## src/design/hsle_pkg.sv

```systemverilog
package hsle_pkg;

   // Default store size and register reset value.
   localparam int STORE_BYTES_DEF = 256;
   localparam int IDLE_W = 14;
   localparam logic [IDLE_W-1:0] IDLE_LIMIT_RESET = 14'd15000;

   // Field widths.
   localparam int BYTE_W = 8;
   localparam int CODE_W = 10;
   localparam int CAUSE_W = 2;
   localparam int RSP_DATA_W = 16;

   // Status line prefix "HTTP/1.1 " and header terminator CR LF CR LF.
   localparam int PREFIX_LEN = 9;
   localparam int PREFIX_POS_W = 4;
   localparam logic [BYTE_W-1:0] PREFIX [PREFIX_LEN] = '{
      8'h48, 8'h54, 8'h54, 8'h50, 8'h2F, 8'h31, 8'h2E, 8'h31, 8'h20
   };
   localparam int MARKER_LEN = 4;
   localparam int MARKER_POS_W = 2;
   localparam logic [BYTE_W-1:0] MARKER [MARKER_LEN] = '{8'h0D, 8'h0A, 8'h0D, 8'h0A};

   localparam logic [BYTE_W-1:0] CHAR_H = 8'h48;
   localparam logic [BYTE_W-1:0] CHAR_CR = 8'h0D;
   localparam logic [BYTE_W-1:0] CHAR_NUL = 8'h00;
   localparam logic [BYTE_W-1:0] CHAR_ZERO = 8'h30;
   localparam logic [BYTE_W-1:0] CHAR_NINE = 8'h39;
   localparam logic [BYTE_W-1:0] CHAR_SPACE = 8'h20;
   localparam logic [BYTE_W-1:0] CHAR_TAB = 8'h09;

   // Input kinds.
   localparam logic MODE_BYTE = 1'b0;
   localparam logic MODE_IDLE = 1'b1;

   // End causes.
   localparam logic [CAUSE_W-1:0] CAUSE_TERM = 2'd0;
   localparam logic [CAUSE_W-1:0] CAUSE_FULL = 2'd1;
   localparam logic [CAUSE_W-1:0] CAUSE_IDLE = 2'd2;

   // One input word after unpacking.
   typedef struct packed {
      logic mode;
      logic [BYTE_W-1:0] rx_byte;
   } hsle_item_type;

   // One result word after unpacking.
   typedef struct packed {
      logic parse_ok;
      logic [CODE_W-1:0] status_code;
      logic [CAUSE_W-1:0] end_cause;
   } hsle_result_type;

   // Whitespace as skipped before the digits: space, TAB, LF, VT, FF, CR.
   function automatic logic is_space(input logic [BYTE_W-1:0] b);
      return (b == CHAR_SPACE) || ((b >= CHAR_TAB) && (b <= CHAR_CR));
   endfunction

   function automatic logic is_digit(input logic [BYTE_W-1:0] b);
      return (b >= CHAR_ZERO) && (b <= CHAR_NINE);
   endfunction

endpackage

```

## src/design/hsle_parse.sv

```systemverilog
module hsle_parse #(
   parameter int STORE_BYTES = hsle_pkg::STORE_BYTES_DEF
) (
   input  logic clock,
   input  logic reset,
   input  logic step_valid,
   input  hsle_pkg::hsle_item_type item,
   input  logic [hsle_pkg::IDLE_W-1:0] idle_limit,
   output logic done,
   output hsle_pkg::hsle_result_type result
);
   import hsle_pkg::*;

   localparam int CNT_W = $clog2(STORE_BYTES);
   localparam logic [CNT_W-1:0] FULL_COUNT = CNT_W'(STORE_BYTES - 1);

   // Digit parser phases.
   localparam logic [1:0] PH_SKIP = 2'd0;
   localparam logic [1:0] PH_DIGIT = 2'd1;
   localparam logic [1:0] PH_DONE = 2'd2;

   logic [PREFIX_POS_W-1:0] hdr_pos_ff, hdr_pos_in;
   logic [MARKER_POS_W-1:0] term_pos_ff, term_pos_in;
   logic [CNT_W-1:0] byte_cnt_ff, byte_cnt_in;
   logic [IDLE_W-1:0] idle_cnt_ff, idle_cnt_in;
   logic hdr_found_ff, hdr_found_in;
   logic [1:0] phase_ff, phase_in;
   logic [1:0] dig_cnt_ff, dig_cnt_in;
   logic [CODE_W-1:0] code_ff, code_in;
   logic zero_seen_ff, zero_seen_in;

   logic [BYTE_W-1:0] b;
   logic [PREFIX_POS_W:0] hdr_next;
   logic [MARKER_POS_W:0] term_next;
   logic term_hit;
   logic [CODE_W-1:0] digit_val;

   assign b = item.rx_byte;
   assign digit_val = CODE_W'(b - CHAR_ZERO);

   // Step the matchers, the digit parser and the counters for one word.
   always_comb begin
      hdr_pos_in = hdr_pos_ff;
      term_pos_in = term_pos_ff;
      byte_cnt_in = byte_cnt_ff;
      idle_cnt_in = idle_cnt_ff;
      hdr_found_in = hdr_found_ff;
      phase_in = phase_ff;
      dig_cnt_in = dig_cnt_ff;
      code_in = code_ff;
      zero_seen_in = zero_seen_ff;
      hdr_next = '0;
      term_next = '0;
      term_hit = 1'b0;
      done = 1'b0;
      result = '0;

      if (step_valid) begin
         if (item.mode == MODE_IDLE) begin
            idle_cnt_in = idle_cnt_ff + 1'b1;
            if (idle_cnt_in >= idle_limit) begin
               done = 1'b1;
               result.end_cause = CAUSE_IDLE;
            end
         end else begin
            idle_cnt_in = '0;
            if (!zero_seen_ff) begin
               if (b == CHAR_NUL) begin
                  // A NUL ends the string; a pending digit phase closes.
                  zero_seen_in = 1'b1;
                  if (hdr_found_ff && phase_ff != PH_DONE) begin
                     phase_in = PH_DONE;
                  end
               end else begin
                  if (hdr_found_ff) begin
                     // Digit parser: skip leading whitespace, take up to three digits.
                     if (phase_ff != PH_DONE && !(phase_ff == PH_SKIP && is_space(b))) begin
                        if (is_digit(b)) begin
                           code_in = CODE_W'((code_ff << 3) + (code_ff << 1) + digit_val);
                           dig_cnt_in = dig_cnt_ff + 1'b1;
                           phase_in = (dig_cnt_in == 2'd3) ? PH_DONE : PH_DIGIT;
                        end else begin
                           phase_in = PH_DONE;
                        end
                     end
                  end else begin
                     // Status line prefix search.
                     if (hdr_pos_ff < PREFIX_POS_W'(PREFIX_LEN) && b == PREFIX[hdr_pos_ff]) begin
                        hdr_next = {1'b0, hdr_pos_ff} + 1'b1;
                     end else begin
                        hdr_next = (b == CHAR_H) ? (PREFIX_POS_W+1)'(1) : '0;
                     end
                     if (hdr_next >= (PREFIX_POS_W+1)'(PREFIX_LEN)) begin
                        hdr_found_in = 1'b1;
                        hdr_pos_in = '0;
                     end else begin
                        hdr_pos_in = hdr_next[PREFIX_POS_W-1:0];
                     end
                  end
                  // Header terminator search.
                  if (b == MARKER[term_pos_ff]) begin
                     term_next = {1'b0, term_pos_ff} + 1'b1;
                  end else begin
                     term_next = (b == CHAR_CR) ? (MARKER_POS_W+1)'(1) : '0;
                  end
                  term_hit = term_next[MARKER_POS_W];
                  term_pos_in = term_next[MARKER_POS_W-1:0];
               end
            end
            byte_cnt_in = byte_cnt_ff + 1'b1;
            if (byte_cnt_in >= FULL_COUNT) begin
               done = 1'b1;
               result.end_cause = CAUSE_FULL;
            end else if (term_hit) begin
               done = 1'b1;
               result.end_cause = CAUSE_TERM;
            end
         end

         // Report from the updated state, then clear for the next response.
         if (done) begin
            result.parse_ok = hdr_found_in && (dig_cnt_in != 2'd0);
            result.status_code = result.parse_ok ? code_in : '0;
            hdr_pos_in = '0;
            term_pos_in = '0;
            byte_cnt_in = '0;
            idle_cnt_in = '0;
            hdr_found_in = 1'b0;
            phase_in = PH_SKIP;
            dig_cnt_in = '0;
            code_in = '0;
            zero_seen_in = 1'b0;
         end
      end
   end

   // Response state registers.
   always_ff @(posedge clock) begin
      if (reset) begin
         hdr_pos_ff <= '0;
         term_pos_ff <= '0;
         byte_cnt_ff <= '0;
         idle_cnt_ff <= '0;
         hdr_found_ff <= 1'b0;
         phase_ff <= PH_SKIP;
         dig_cnt_ff <= '0;
         code_ff <= '0;
         zero_seen_ff <= 1'b0;
      end else begin
         hdr_pos_ff <= hdr_pos_in;
         term_pos_ff <= term_pos_in;
         byte_cnt_ff <= byte_cnt_in;
         idle_cnt_ff <= idle_cnt_in;
         hdr_found_ff <= hdr_found_in;
         phase_ff <= phase_in;
         dig_cnt_ff <= dig_cnt_in;
         code_ff <= code_in;
         zero_seen_ff <= zero_seen_in;
      end
   end

endmodule

```

## src/design/http_status_line_extractor_core.sv

```systemverilog
// Channel | Direction | Contents
// req     | in        | tdata[7:0] = rx_byte; tuser = mode (0 byte, 1 idle tick)
// rsp     | out       | tdata[0] = parse_ok, [10:1] = status_code, [12:11] = end_cause
// csr     | in        | csr_wr_data = idle_limit, written when csr_wr_en is high
//
// One word is taken per cycle while the result register is free. A word is held in the input
// register, then the parser updates its matchers and counters and, when a response ends, loads
// the result register.
// Synchronous reset clears all response state and sets idle_limit to 15000.
// A result held back by rsp_tready stalls the input register, and req_tready drops.
module http_status_line_extractor_core #(
   parameter int STORE_BYTES = hsle_pkg::STORE_BYTES_DEF
) (
   input  logic clock,
   input  logic reset,
   input  logic req_tvalid,
   output logic req_tready,
   input  logic [7:0] req_tdata,   // rx_byte
   input  logic req_tuser,         // mode
   output logic rsp_tvalid,
   input  logic rsp_tready,
   output logic [hsle_pkg::RSP_DATA_W-1:0] rsp_tdata, // parse_ok, status_code, end_cause, zeros
   input  logic csr_wr_en,
   input  logic [hsle_pkg::IDLE_W-1:0] csr_wr_data
);
   import hsle_pkg::*;

   logic in_valid_ff;
   hsle_item_type in_item_ff;
   logic rsp_valid_ff;
   logic [RSP_DATA_W-1:0] rsp_data_ff;
   logic [IDLE_W-1:0] idle_limit_ff;

   logic out_free;
   logic process;
   logic done;
   hsle_result_type result;

   // The held word is processed whenever the result register can take a result.
   assign out_free = !rsp_valid_ff || rsp_tready;
   assign process = in_valid_ff && out_free;
   assign req_tready = !in_valid_ff || process;

   assign rsp_tvalid = rsp_valid_ff;
   assign rsp_tdata = rsp_data_ff;

   // Idle limit register.
   always_ff @(posedge clock) begin
      if (reset) begin
         idle_limit_ff <= IDLE_LIMIT_RESET;
      end else if (csr_wr_en) begin
         idle_limit_ff <= csr_wr_data;
      end
   end

   // Input register.
   always_ff @(posedge clock) begin
      if (reset) begin
         in_valid_ff <= 1'b0;
      end else if (req_tready) begin
         in_valid_ff <= req_tvalid;
      end
   end

   always_ff @(posedge clock) begin
      if (req_tready && req_tvalid) begin
         in_item_ff.mode <= req_tuser;
         in_item_ff.rx_byte <= req_tdata;
      end
   end

   hsle_parse #(
      .STORE_BYTES(STORE_BYTES)
   ) u_parse (
      .clock(clock),
      .reset(reset),
      .step_valid(process),
      .item(in_item_ff),
      .idle_limit(idle_limit_ff),
      .done(done),
      .result(result)
   );

   // Result register.
   always_ff @(posedge clock) begin
      if (reset) begin
         rsp_valid_ff <= 1'b0;
      end else if (process && done) begin
         rsp_valid_ff <= 1'b1;
      end else if (rsp_tready) begin
         rsp_valid_ff <= 1'b0;
      end
   end

   always_ff @(posedge clock) begin
      if (process && done) begin
         rsp_data_ff <= RSP_DATA_W'({result.end_cause, result.status_code, result.parse_ok});
      end
   end

endmodule

```

## config.mk

```make
export PLATFORM = sky130hd
export DESIGN_NAME = http_status_line_extractor_core
export DESIGN_NICKNAME = d
export VERILOG_FILES = /design/src/design/hsle_pkg.sv /design/src/design/hsle_parse.sv /design/src/design/http_status_line_extractor_core.sv
export SDC_FILE = /design/constraint.sdc
export NUM_CORES = 1
export LEC_CHECK = 0
export BUFFER_PORTS_ARGS = -buffer_cell sky130_fd_sc_hd__buf_4
export CORE_UTILIZATION = 50
export CTS_CLUSTER_SIZE = 12
export DETAILED_ROUTE_END_ITERATION = 12
export PLACE_DENSITY = 0.72
export SLEW_MARGIN = 20
export SYNTH_ARGS = -nofsm -noshare
export SYNTH_HDL_FRONTEND = slang
export SYNTH_SLANG_ARGS = --single-unit
```

## constraint.sdc

```tcl
create_clock -name clock -period 3.51 [get_ports clock]
set_input_delay 0.1755 -clock clock [delete_from_list [all_inputs] [get_ports clock]]
set_output_delay 0.1755 -clock clock [all_outputs]
set_load 0.01 [all_outputs]
```

==> metrics.yaml, run 1 <==
outcome:
  status: "finished clean"
logic_synthesis:
  synth_cell_types: 73
  ys_seq_area_share_pct: 35.65
  synth_flop_cell: "dfxtp_1"
  ys_warn_count: 0
  avgSynthCellArea_um2: 8.867
  synth-simple-area-share_pct: 18.45
  synth_xor_area_share_pct: 4.863
  synth_edf_count: 22
  synth-seq-cells: 82
  synth_top_family_by_area: "compound AO/OA/AOI/OAI gates"
  synth_mux_area_share_pct: 1.917
  syn_inst: 589
  synthAdderAreaFrac_pct: 11.79
  netlist_area_um2: 5223
  async_flop_share_pct: 0
  synth_compound_area_share_pct: 20.41
timing:
  hold_viol: 0
  tightest_slew_ps: 763.0
  fin_worst_skew_ps: 12.22
  finalSetupViolCount: 0
  period_share_pct: 98.21
  finalSetupTns_ps: 0
  fmax_ghz: 0.2901
  slew_headroom_pct: 49.08
  slew_violations: 0
  min_period_ps: 3447
  setup_slack_ps: 62.86
worst_hold_path:
  worstHoldStart: "req_tvalid"
  min_to: "in_valid_ff"
  hp-class: "input port to flop"
  whs_path_depth: 3
die:
  floorplan.initialDensity_pct: 52.46
  die_area_um2: 10860
  ios: 46
  rows: 36
  dieWidth_um: 104.2
  core-area_um2: 9955
  chipHeight_um: 104.2
route:
  drtAntennaViolNets: 0
  via_per_inst: 5.697
  met2WireLength_um: 5896
  wirelength_um: 12350
  drt-initial-drc-count: 326
  highest_layer: "met4"
  drtPass1Iterations: 5
  met1_length_um: 5759
  met3_length_um: 453
  drc_errors: 0
  vias: 4512
  wl_per_cell_um: 15.59
worst_setup_path:
  crit_type: "flop to flop"
  worst-endpoint-required_ps: 3630
  start_kind: "flop"
  critPathCaptureType: "flop"
  crit_family: "compound AO/OA/AOI/OAI gates"
  reg2regPathDepth: 15
  cp_slowest_cell: "dfxtp_4"
  cp.depth: 15
  path_cells: "ha_2 -> nand3_2 -> nor3_2 -> and3_4 -> nand3_1 -> xnor2_2 -> ha_4 -> a21o_1 -> a21oi_2 -> nand4_1 -> buf_4 -> o21a_4 -> o211ai_4 -> clkinvlp_4 -> buf_6"
  r2r_slack_ps: 60
  regToRegStartpoint: "u_parse.idle_cnt_ff[0]"
  max_stage_delay_ps: 370
  crit_arrival_ps: 3570
  r2r_end: "rsp_tdata[9]"
  path_buf_inv: 3
  cp_max_fo: 12
power_and_ir_drop:
  total_power_mw: 1.901
  p_per_area_nw_per_um2: 305.7
  total_leakage_power_nw: 2.536
  peakVddDrop_uv: 173.5
cells_and_area:
  fillers: 824
  multi_input_area_um2: 3132
  final_cells: 792
  regArea_um2: 1873
  drive_gt1_share_pct: 20.18
  diodes: 0
  finalNetCount: 727
  postLayoutCoreUtil_pct: 62.46
  area_delta_synth_final_pct: 19.05
placed_design:
  dp.cells: 752
  dpl.hpwl_um: 8636
  port_buffers: 42
  dp_slack_ps: -7.404
  place.gp.congestion: 0.8587
cts:
  path_clk_slew_ps: 90
  root_buffer: "clkbuf_8"
  clock_sinks: 82
  cts_tree: "done"
  htreeDepth: 3
  cts_buffers: 9
  cts_max_path_buffers: 2
  clock_latency_ps: 360
job:
  maxCapViolCount: 0
grt:
  track_usage_pct: 22.39
  grt_max_degree: 37
  grt_pass1_vias: 4169
  grt_overflow_total: 0
  grt_pass1_wl_um: 19740
  antenna_found_initial: 0
[cells in the mapped netlist (all sizes together) (10+ instances only)]
cell type	n	share of area, %
dfxtp	60	23
nand2	55	4.0
inv	53	3.8
nor2	45	3.4
ha	38	9.1
a21oi	37	4.0
nor3	23	2.2
edfxtp	22	13
clkbuf	18	1.3
nand3	17	1.6
o211ai	17	2.6
o21ai	16	1.5
xnor2	16	2.7
buf	13	1.7
xor2	13	2.2
mux2i	10	1.9
[registers in the layout, indices dropped and copies added (netlist names)]
register	cells
u_parse.term_pos_ff	2
in_valid_ff	1
rsp_tvalid	1
u_parse.phase_ff	2
u_parse.byte_cnt_ff	8
u_parse.zero_seen_ff	1
u_parse.hdr_found_ff	1
u_parse.code_ff	10
u_parse.hdr_pos_ff	4
in_item_ff	9
rsp_tdata	13
idle_limit_ff	14
u_parse.idle_cnt_ff	14
u_parse.dig_cnt_ff	2
[metal layers]
| metal | global-route usage [%] | vias to the layer above |
|---|---|---|
| met5 | 0 | - |
| met4 | 6.327 | 0 |
| met3 | 3.822 | 22 |
| met2 | 36.81 | 107 |
| met1 | 30.22 | 2143 |
| li1 | - | 2240 |
[power breakdown]
group / internal (mW) / leakage [nW] / switching [mW]
clock network: 0.330 / 0.0941 / 0.354
registers: 0.989 / 0.725 / 0.0219
logic: 0.0902 / 1.72 / 0.115
[placed cells by master (no fill, tap or decap), types with 10 or more instances in the layout]
cell type / n
buf_4: 68
nand2_1: 54
dfxtp_1: 53
inv_1: 52
nor2_1: 42
ha_1: 36
a21oi_1: 28
edfxtp_1: 22
nor3_1: 21
nand3_1: 16
xnor2_1: 15
o211ai_1: 15
xor2_1: 13
o21ai_0: 13
mux2i_1: 10
[area by class of cell]
class / count / area share, %
tap: 133 / 2.677
inverter: 54 / 3.321
multi-input combinational: 425 / 50.37
clock inverter: 6 / 1.087
sequential: 82 / 30.13
clock buffer: 10 / 2.053
timing repair buffer: 82 / 10.36
[per-stage QoR]
step           hold slack [ps]  instance area (µm²)
5_1_grt                  22.11                 6217
6_report                 26.58                 6217
4_1_cts                  11.66                 6003
3_5_place_dp             355.0                 5699
2_1_floorplan            274.4                 5245
3_3_place_gp             354.2                 5699
[worst register-to-register path, delay by kind of cell (launching register included)]
| kind | cells | cell delay, ps |
|---|---|---|
| buffers and inverters | 3 | 530 |
| and+or+nand+nor | 5 | 780 |
| AOI/OAI and AO/OA | 4 | 850 |
| xor gates and xnor gates | 1 | 270 |
| adders and majority gates | 2 | 440 |
| DFF | 1 | 370 |
[kinds of logic after synthesis]
family,count (synthesis)
AND/OR/NAND/NOR,197
AO/OA/AOI/OAI,140
buffers and inverters,85
flip-flops,82
adder cells (fa/ha/maj),45
XOR/XNOR,29
multiplexers,10
other,1
[worst max path at each step]
stage / startpoint / slack [ps] / end
floorplan: u_parse.idle_cnt_ff[0] / 20 / u_parse.code_ff[1]
global placement: u_parse.idle_cnt_ff[2] / 150 / u_parse.dig_cnt_ff[1]
detailed placement: u_parse.idle_cnt_ff[0] / -7 / u_parse.code_ff[6]
CTS: u_parse.idle_cnt_ff[0] / 0.9 / rsp_tdata[9]
global route: u_parse.idle_cnt_ff[0] / -90 / u_parse.zero_seen_ff
finish: u_parse.idle_cnt_ff[0] / 60 / rsp_tdata[9]
[timing repair]
item | in CTS | in global routing
setup buffers | 1 | 11
endpoints found under the setup margin | 11 | 56
pin swaps | 1 | 10
cloned | 0 | 3
endpoints found under the hold margin | 9 | 0
resized for setup | 2 | 29
hold buffers | 9 | 0
Note: power is estimated with default switching activity, not from simulation.
==> inputs of run 2 (changes only) <==
--- a/config.mk
+++ b/config.mk
@@ -6,10 +6,11 @@
 export NUM_CORES = 1
 export LEC_CHECK = 0
 export BUFFER_PORTS_ARGS = -buffer_cell sky130_fd_sc_hd__buf_4
-export CORE_UTILIZATION = 50
+export CORE_MARGIN = 5
+export CORE_UTILIZATION = 35
 export CTS_CLUSTER_SIZE = 12
 export DETAILED_ROUTE_END_ITERATION = 12
-export PLACE_DENSITY = 0.72
+export PLACE_DENSITY = 0.54
 export SLEW_MARGIN = 20
 export SYNTH_ARGS = -nofsm -noshare
 export SYNTH_HDL_FRONTEND = slang
==> metrics.yaml, run 2 (synthesis gave the netlist of run 1 again) <==
outcome:
  status: "finished clean"
worst_setup_path:
  start_kind: "flop"
  worst-endpoint-required_ps: 3630  # about the same
  crit_arrival_ps: 3510  # -60 ps
  crit_type: "flop to flop"
  critPathCaptureType: "flop"
  cp_slowest_cell: "dfxtp_2"
  max_stage_delay_ps: 380  # about the same
  path_cells: "ha_4 -> nand3_2 -> nor3_2 -> and3_1 -> nand3_1 -> xnor2_1 -> ha_1 -> a21o_1 -> a21oi_2 -> nand4_1 -> buf_4 -> o21a_4 -> o211ai_4 -> clkinvlp_4 -> buf_12"
  cp_max_fo: 14  # +2
die:
  floorplan.initialDensity_pct: 35.80  # -17 points
  core-area_um2: 14590  # +47%
  chipHeight_um: 132.2  # +27%
  dieWidth_um: 132.2  # +27%
  rows: 44  # +22%
  ios: 46  # unchanged
  die_area_um2: 17460  # +61%
placed_design:
  port_buffers: 42  # unchanged
  dpl.hpwl_um: 9220  # +6.8%
  dp.cells: 806  # +7.2%
  place.gp.congestion: 0.8059  # -6.1%
power_and_ir_drop:
  peakVddDrop_uv: 236.3  # +36%
  total_power_mw: 2.169  # +14%
  p_per_area_nw_per_um2: 342.8  # +12%
  total_leakage_power_nw: 2.576  # +1.6%
cts:
  cts_tree: "done"
  cts_max_path_buffers: 2  # unchanged
  cts_buffers: 9  # unchanged
  root_buffer: "clkbuf_16"
  path_clk_slew_ps: 60  # -30 ps
  clock_latency_ps: 350  # about the same
  clock_sinks: 82  # unchanged
  htreeDepth: 3  # unchanged
timing:
  fmax_ghz: 0.2950  # +1.7%
  slew_headroom_pct: 47.42  # -1.7 points
  slew_violations: 0  # unchanged
  hold_viol: 0  # unchanged
  tightest_slew_ps: 787.9  # +24.92 ps
  min_period_ps: 3390  # -57.52 ps
  finalSetupViolCount: 0  # unchanged
  fin_worst_skew_ps: 8.805  # -3.413 ps
  period_share_pct: 96.57  # -1.6 points
cells_and_area:
  area_delta_synth_final_pct: 21.15
  fillers: 1433  # +74%
  final_cells: 841  # +6.2%
  regArea_um2: 1867  # -0.33%
  drive_gt1_share_pct: 18.72  # -1.5 points
  finalNetCount: 725  # -0.28%
  layout_common_cells: "buf_4, dfxtp_1, nand2_1"
  multi_input_area_um2: 3095  # -1.2%
  diodes: 0  # unchanged
  final_common_cell: "buf_4"
grt:
  grt_max_degree: 37  # unchanged
  grt_pass1_vias: 4215  # +1.1%
  track_usage_pct: 14.61  # -7.8 points
  grt_overflow_total: 0  # unchanged
  grt_pass1_wl_um: 21050  # +6.6%
  antenna_found_initial: 0  # unchanged
route:
  vias: 4420  # -2.0%
  drt-initial-drc-count: 267  # -18%
  drc_errors: 0  # unchanged
  wl_per_cell_um: 15.20  # -2.5%
  via_per_inst: 5.256  # -7.7%
  drtPass1Iterations: 4  # -1
  drtAntennaViolNets: 0  # unchanged
  wirelength_um: 12790  # +3.6%
worst_hold_path:
  hp-class: "input port to flop"
job:
  maxCapViolCount: 0  # unchanged
==> run 2: through the flow <==
| stage | setup slack [ps] | setup TNS [ps] | hold slack, ps | area [µm²] | util (%) |
|---|---|---|---|---|---|
| finish | 120.4 | 0 | 30.94 | 6327 | 43.37 |
| global route | -53.17 | -831.2 | 32.37 | 6327 | 43.37 |
| CTS | 98.58 | 0 | 22.49 | 6167 | 42.27 |
| detailed placement | 113.5 | 0 | 355.0 | 5786 | 39.66 |
| global placement | 132.0 | 0 | 354.1 | 5786 | 39.66 |
| floorplan | 21.42 | 0 | 274.4 | 5245 | - |
==> run 2: power breakdown <==
part | switching [mW] | total, mW | internal [mW]
clock | 0.393 | 0.951 | 0.558
sequential | 0.0221 | 1.01 | 0.991
combinational | 0.113 | 0.205 | 0.0915
total | 0.528 | 2.17 | 1.64
==> run 2: critical path: cells and delay by family, from the launching register on <==
| kind | cells | cell delay, ps |
|---|---|---|
| AND/OR/NAND/NOR | 5 | 690 |
| XOR/XNOR | 1 | 220 |
| buffers and inverters | 3 | 510 |
| adder cells (fa/ha/maj) | 2 | 450 |
| flip-flops | 1 | 380 |
| AO/OA/AOI/OAI | 4 | 890 |
==> run 2: area by class of cell <==
type                    instances  share of cell area [%]
flip-flops and latches         82                   29.50
multi-input cells             425                   48.92
repair buffers                 80                   10.07
clock inverters                 5                  0.8701
inverters                      54                   3.263
well taps                     184                   3.639
clock buffers                  11                   3.737
==> run 2: layer usage <==
metal,track usage [%],part of all wire (%),vias to the layer above
met5,0,0,-
met1,19.69,47,2095
li1,-,-,2241
met3,2.901,4.4,14
met4,5.143,1.4,0
met2,23.33,47,70
==> run 2: final timing paths <==
path                                from                to  slack, ps  cells after the start
setup reg to reg  u_parse.idle_cnt_ff[0]      rsp_tdata[9]        120                     15
hold / removal            csr_wr_data[3]  idle_limit_ff[3]         30                      3
setup / recovery  u_parse.idle_cnt_ff[0]      rsp_tdata[9]        120                     15
hold reg to reg         idle_limit_ff[7]  idle_limit_ff[7]        490                      2
==> run 2: timing repair <==
action | CTS | global route
gates resized for setup | 0 | 18
buffers inserted | 0 | 8
hold buffers | 9 | 0
setup endpoints to repair | 0 | 45
hold endpoints to repair | 9 | 0
==> inputs of run 3 (changes only) <==
--- a/config.mk
+++ b/config.mk
@@ -11,6 +11,7 @@
 export CTS_CLUSTER_SIZE = 12
 export DETAILED_ROUTE_END_ITERATION = 12
 export PLACE_DENSITY = 0.54
+export REMOVE_ABC_BUFFERS = 1
 export SLEW_MARGIN = 20
 export SYNTH_ARGS = -nofsm -noshare
 export SYNTH_HDL_FRONTEND = slang
==> metrics.yaml, run 3 (synthesis gave the netlist of run 1 again) <==
outcome:
  status: "finished clean"
timing:
  rsz0062_at_grt: "no"
  slew_headroom_pct: 48.86  # +1.4 points
  fin_worst_skew_ps: 8.737  # -0.06878 ps
  finalSetupTns_ps: 0  # unchanged
  hold_viol: 0  # unchanged
  holdWs_ps: 38.02  # +7.080 ps
  min_period_ps: 3321  # -68.78 ps
  slew_violations: 0  # unchanged
  finalSetupViolCount: 0  # unchanged
  fmax_ghz: 0.3011  # +2.1%
  tightest_slew_ps: 766.3  # -21.59 ps
  setup_slack_ps: 189.2  # +68.78 ps
  period_share_pct: 94.61  # -2.0 points
worst_setup_path:
  max_stage_delay_ps: 360  # -20 ps
  reg2regPathDepth: 14  # -1
  regToRegStartpoint: "u_parse.idle_cnt_ff[0]"
  cp_max_fo: 13  # -1
  cp_slowest_cell: "dfxtp_1"
  worst-endpoint-required_ps: 3620  # about the same
  path_cells: "ha_1 -> nand3_1 -> nor3_2 -> and3_1 -> nand3_1 -> xnor2_2 -> ha_1 -> a21o_1 -> a21oi_1 -> nand4_1 -> o21a_2 -> o211ai_4 -> clkinvlp_4 -> buf_12"
  r2r_slack_ps: 190  # +70 ps
  critPathCaptureType: "flop"
  crit_type: "flop to flop"
  crit_family: "compound AO/OA/AOI/OAI gates"
  r2r_end: "rsp_tdata[12]"
  startpoint: "u_parse.idle_cnt_ff[0]"
  start_kind: "flop"
  path_buf_inv: 2  # -1
  crit_arrival_ps: 3430  # -80 ps
grt:
  antenna_found_initial: 0  # unchanged
  grt_pass1_vias: 4269  # +1.3%
  track_usage_pct: 14.83  # +0.22 points
  grt_overflow_total: 0  # unchanged
  grt_max_degree: 37  # unchanged
  grt_pass1_wl_um: 21450  # +1.9%
cells_and_area:
  area_delta_synth_final_pct: 19.05
  postLayoutCoreUtil_pct: 42.62  # -0.75 points
  drive_gt1_share_pct: 16.56  # -2.2 points
  diodes: 0  # unchanged
  final_common_cell: "buf_4"
  layout_common_cells: "buf_4, dfxtp_1, nand2_1"
  design_area_um2: 6217  # -1.7%
  final_cells: 836  # -0.59%
  finalNetCount: 720  # -0.69%
cts:
  clock_sinks: 82  # unchanged
  root_buffer: "clkbuf_16"
  cts_buffers: 9  # unchanged
  clock_latency_ps: 350  # about the same
  path_clk_slew_ps: 70  # about the same
  cts_tree: "done"
  cts_max_path_buffers: 2  # unchanged
  htreeDepth: 3  # unchanged
worst_hold_path:
  min_to: "idle_limit_ff[4]"
  worstHoldStart: "csr_wr_data[4]"
  whs_path_depth: 3  # unchanged
  hp-class: "input port to flop"
job:
  maxCapViolCount: 0  # unchanged
die:
  die_area_um2: 17460  # unchanged
  chipHeight_um: 132.2  # unchanged
  dieWidth_um: 132.2  # unchanged
  rows: 44  # unchanged
  core-area_um2: 14590  # unchanged
  floorplan.initialDensity_pct: 35.80  # unchanged
  ios: 46  # unchanged
route:
  drt-initial-drc-count: 248  # -7.1%
  drc_errors: 0  # unchanged
  vias: 4422  # +0.045%
  wirelength_um: 13000  # +1.7%
  wl_per_cell_um: 15.55  # +2.3%
  drtAntennaViolNets: 0  # unchanged
  via_per_inst: 5.289  # +0.64%
  drtPass1Iterations: 5  # +1
placed_design:
  port_buffers: 42  # unchanged
  dpl.hpwl_um: 9499  # +3.0%
  place.gp.congestion: 0.8944  # +11%
  dp.cells: 808  # +0.25%
  placed_cell_area_um2: 5786  # unchanged
  dp_slack_ps: 127.0  # +13.50 ps
power_and_ir_drop:
  peakVddDrop_uv: 209.1  # -12%
  p_per_area_nw_per_um2: 339.3  # -1.0%
  total_leakage_power_nw: 2.549  # -1.0%
  total_power_mw: 2.110  # -2.7%
-- run 3: cell types whose count changed in the layout (fill, tap and decap cells not counted), moves of 2 or more --
cell and delta:
a21oi_2 -2, a21oi_1 +3, dfxtp_1 +4, buf_4 -3, dfxtp_2 -4
-- run 3: how the worst max path moves through the flow --
stage / end / slack, ps / depth (start not counted)
after floorplan: u_parse.dig_cnt_ff[0] / -580 / 14
after global placement: rsp_tdata[1] / 260 / 14
after detailed placement: rsp_tdata[1] / 130 / 14
after CTS: rsp_tdata[1] / 110 / 14
after global routing: u_parse.dig_cnt_ff[1] / 6 / 15
final: rsp_tdata[12] / 190 / 14
-- run 3: final cells by class --
| type | instances | area, µm² |
|---|---|---|
| well taps | 184 | 230.2 |
| inverters | 54 | 206.4 |
| flip-flops and latches | 82 | 1862 |
| fillers | 1423 | 8372 |
| clock inverters | 5 | 37.54 |
| multi-input cells | 425 | 3047 |
| clock buffers | 11 | 236.5 |
| repair buffers | 75 | 598.1 |
-- run 3: repair_timing --
item	4_1_cts	5_1_grt
resized for setup	0	7
endpoints found under the hold margin	9	0
hold buffers	9	0
setup endpoints to repair	0	48
setup buffers	0	2
-- run 3: metal layers --
layer | GRT usage, % | vias to the layer above | part of all wire (%)
met1 | 19.77 | 2066 | 48
li1 | - | 2221 | -
met3 | 3.893 | 20 | 4.5
met4 | 4.686 | 0 | 1.9
met2 | 23.50 | 115 | 46
met5 | 0 | - | 0
-- run 3: power breakdown --
part | internal [mW] | switching, mW | leakage [nW] | total, mW
clock network | 0.492 | 0.403 | 0.138 | 0.895
registers | 0.990 | 0.0209 | 0.722 | 1.01
logic | 0.0892 | 0.114 | 1.69 | 0.203
-- run 3: worst register-to-register path, cell delays in order (launching register included) --
cell and delay [ps]:
dfxtp_1 360, ha_1 180, nand3_1 120, nor3_2 160, and3_1 200, nand3_1 130, xnor2_2 180, ha_1 330
a21o_1 210, a21oi_1 200, nand4_1 130, o21a_2 260, o211ai_4 280, clkinvlp_4 180, buf_12 170
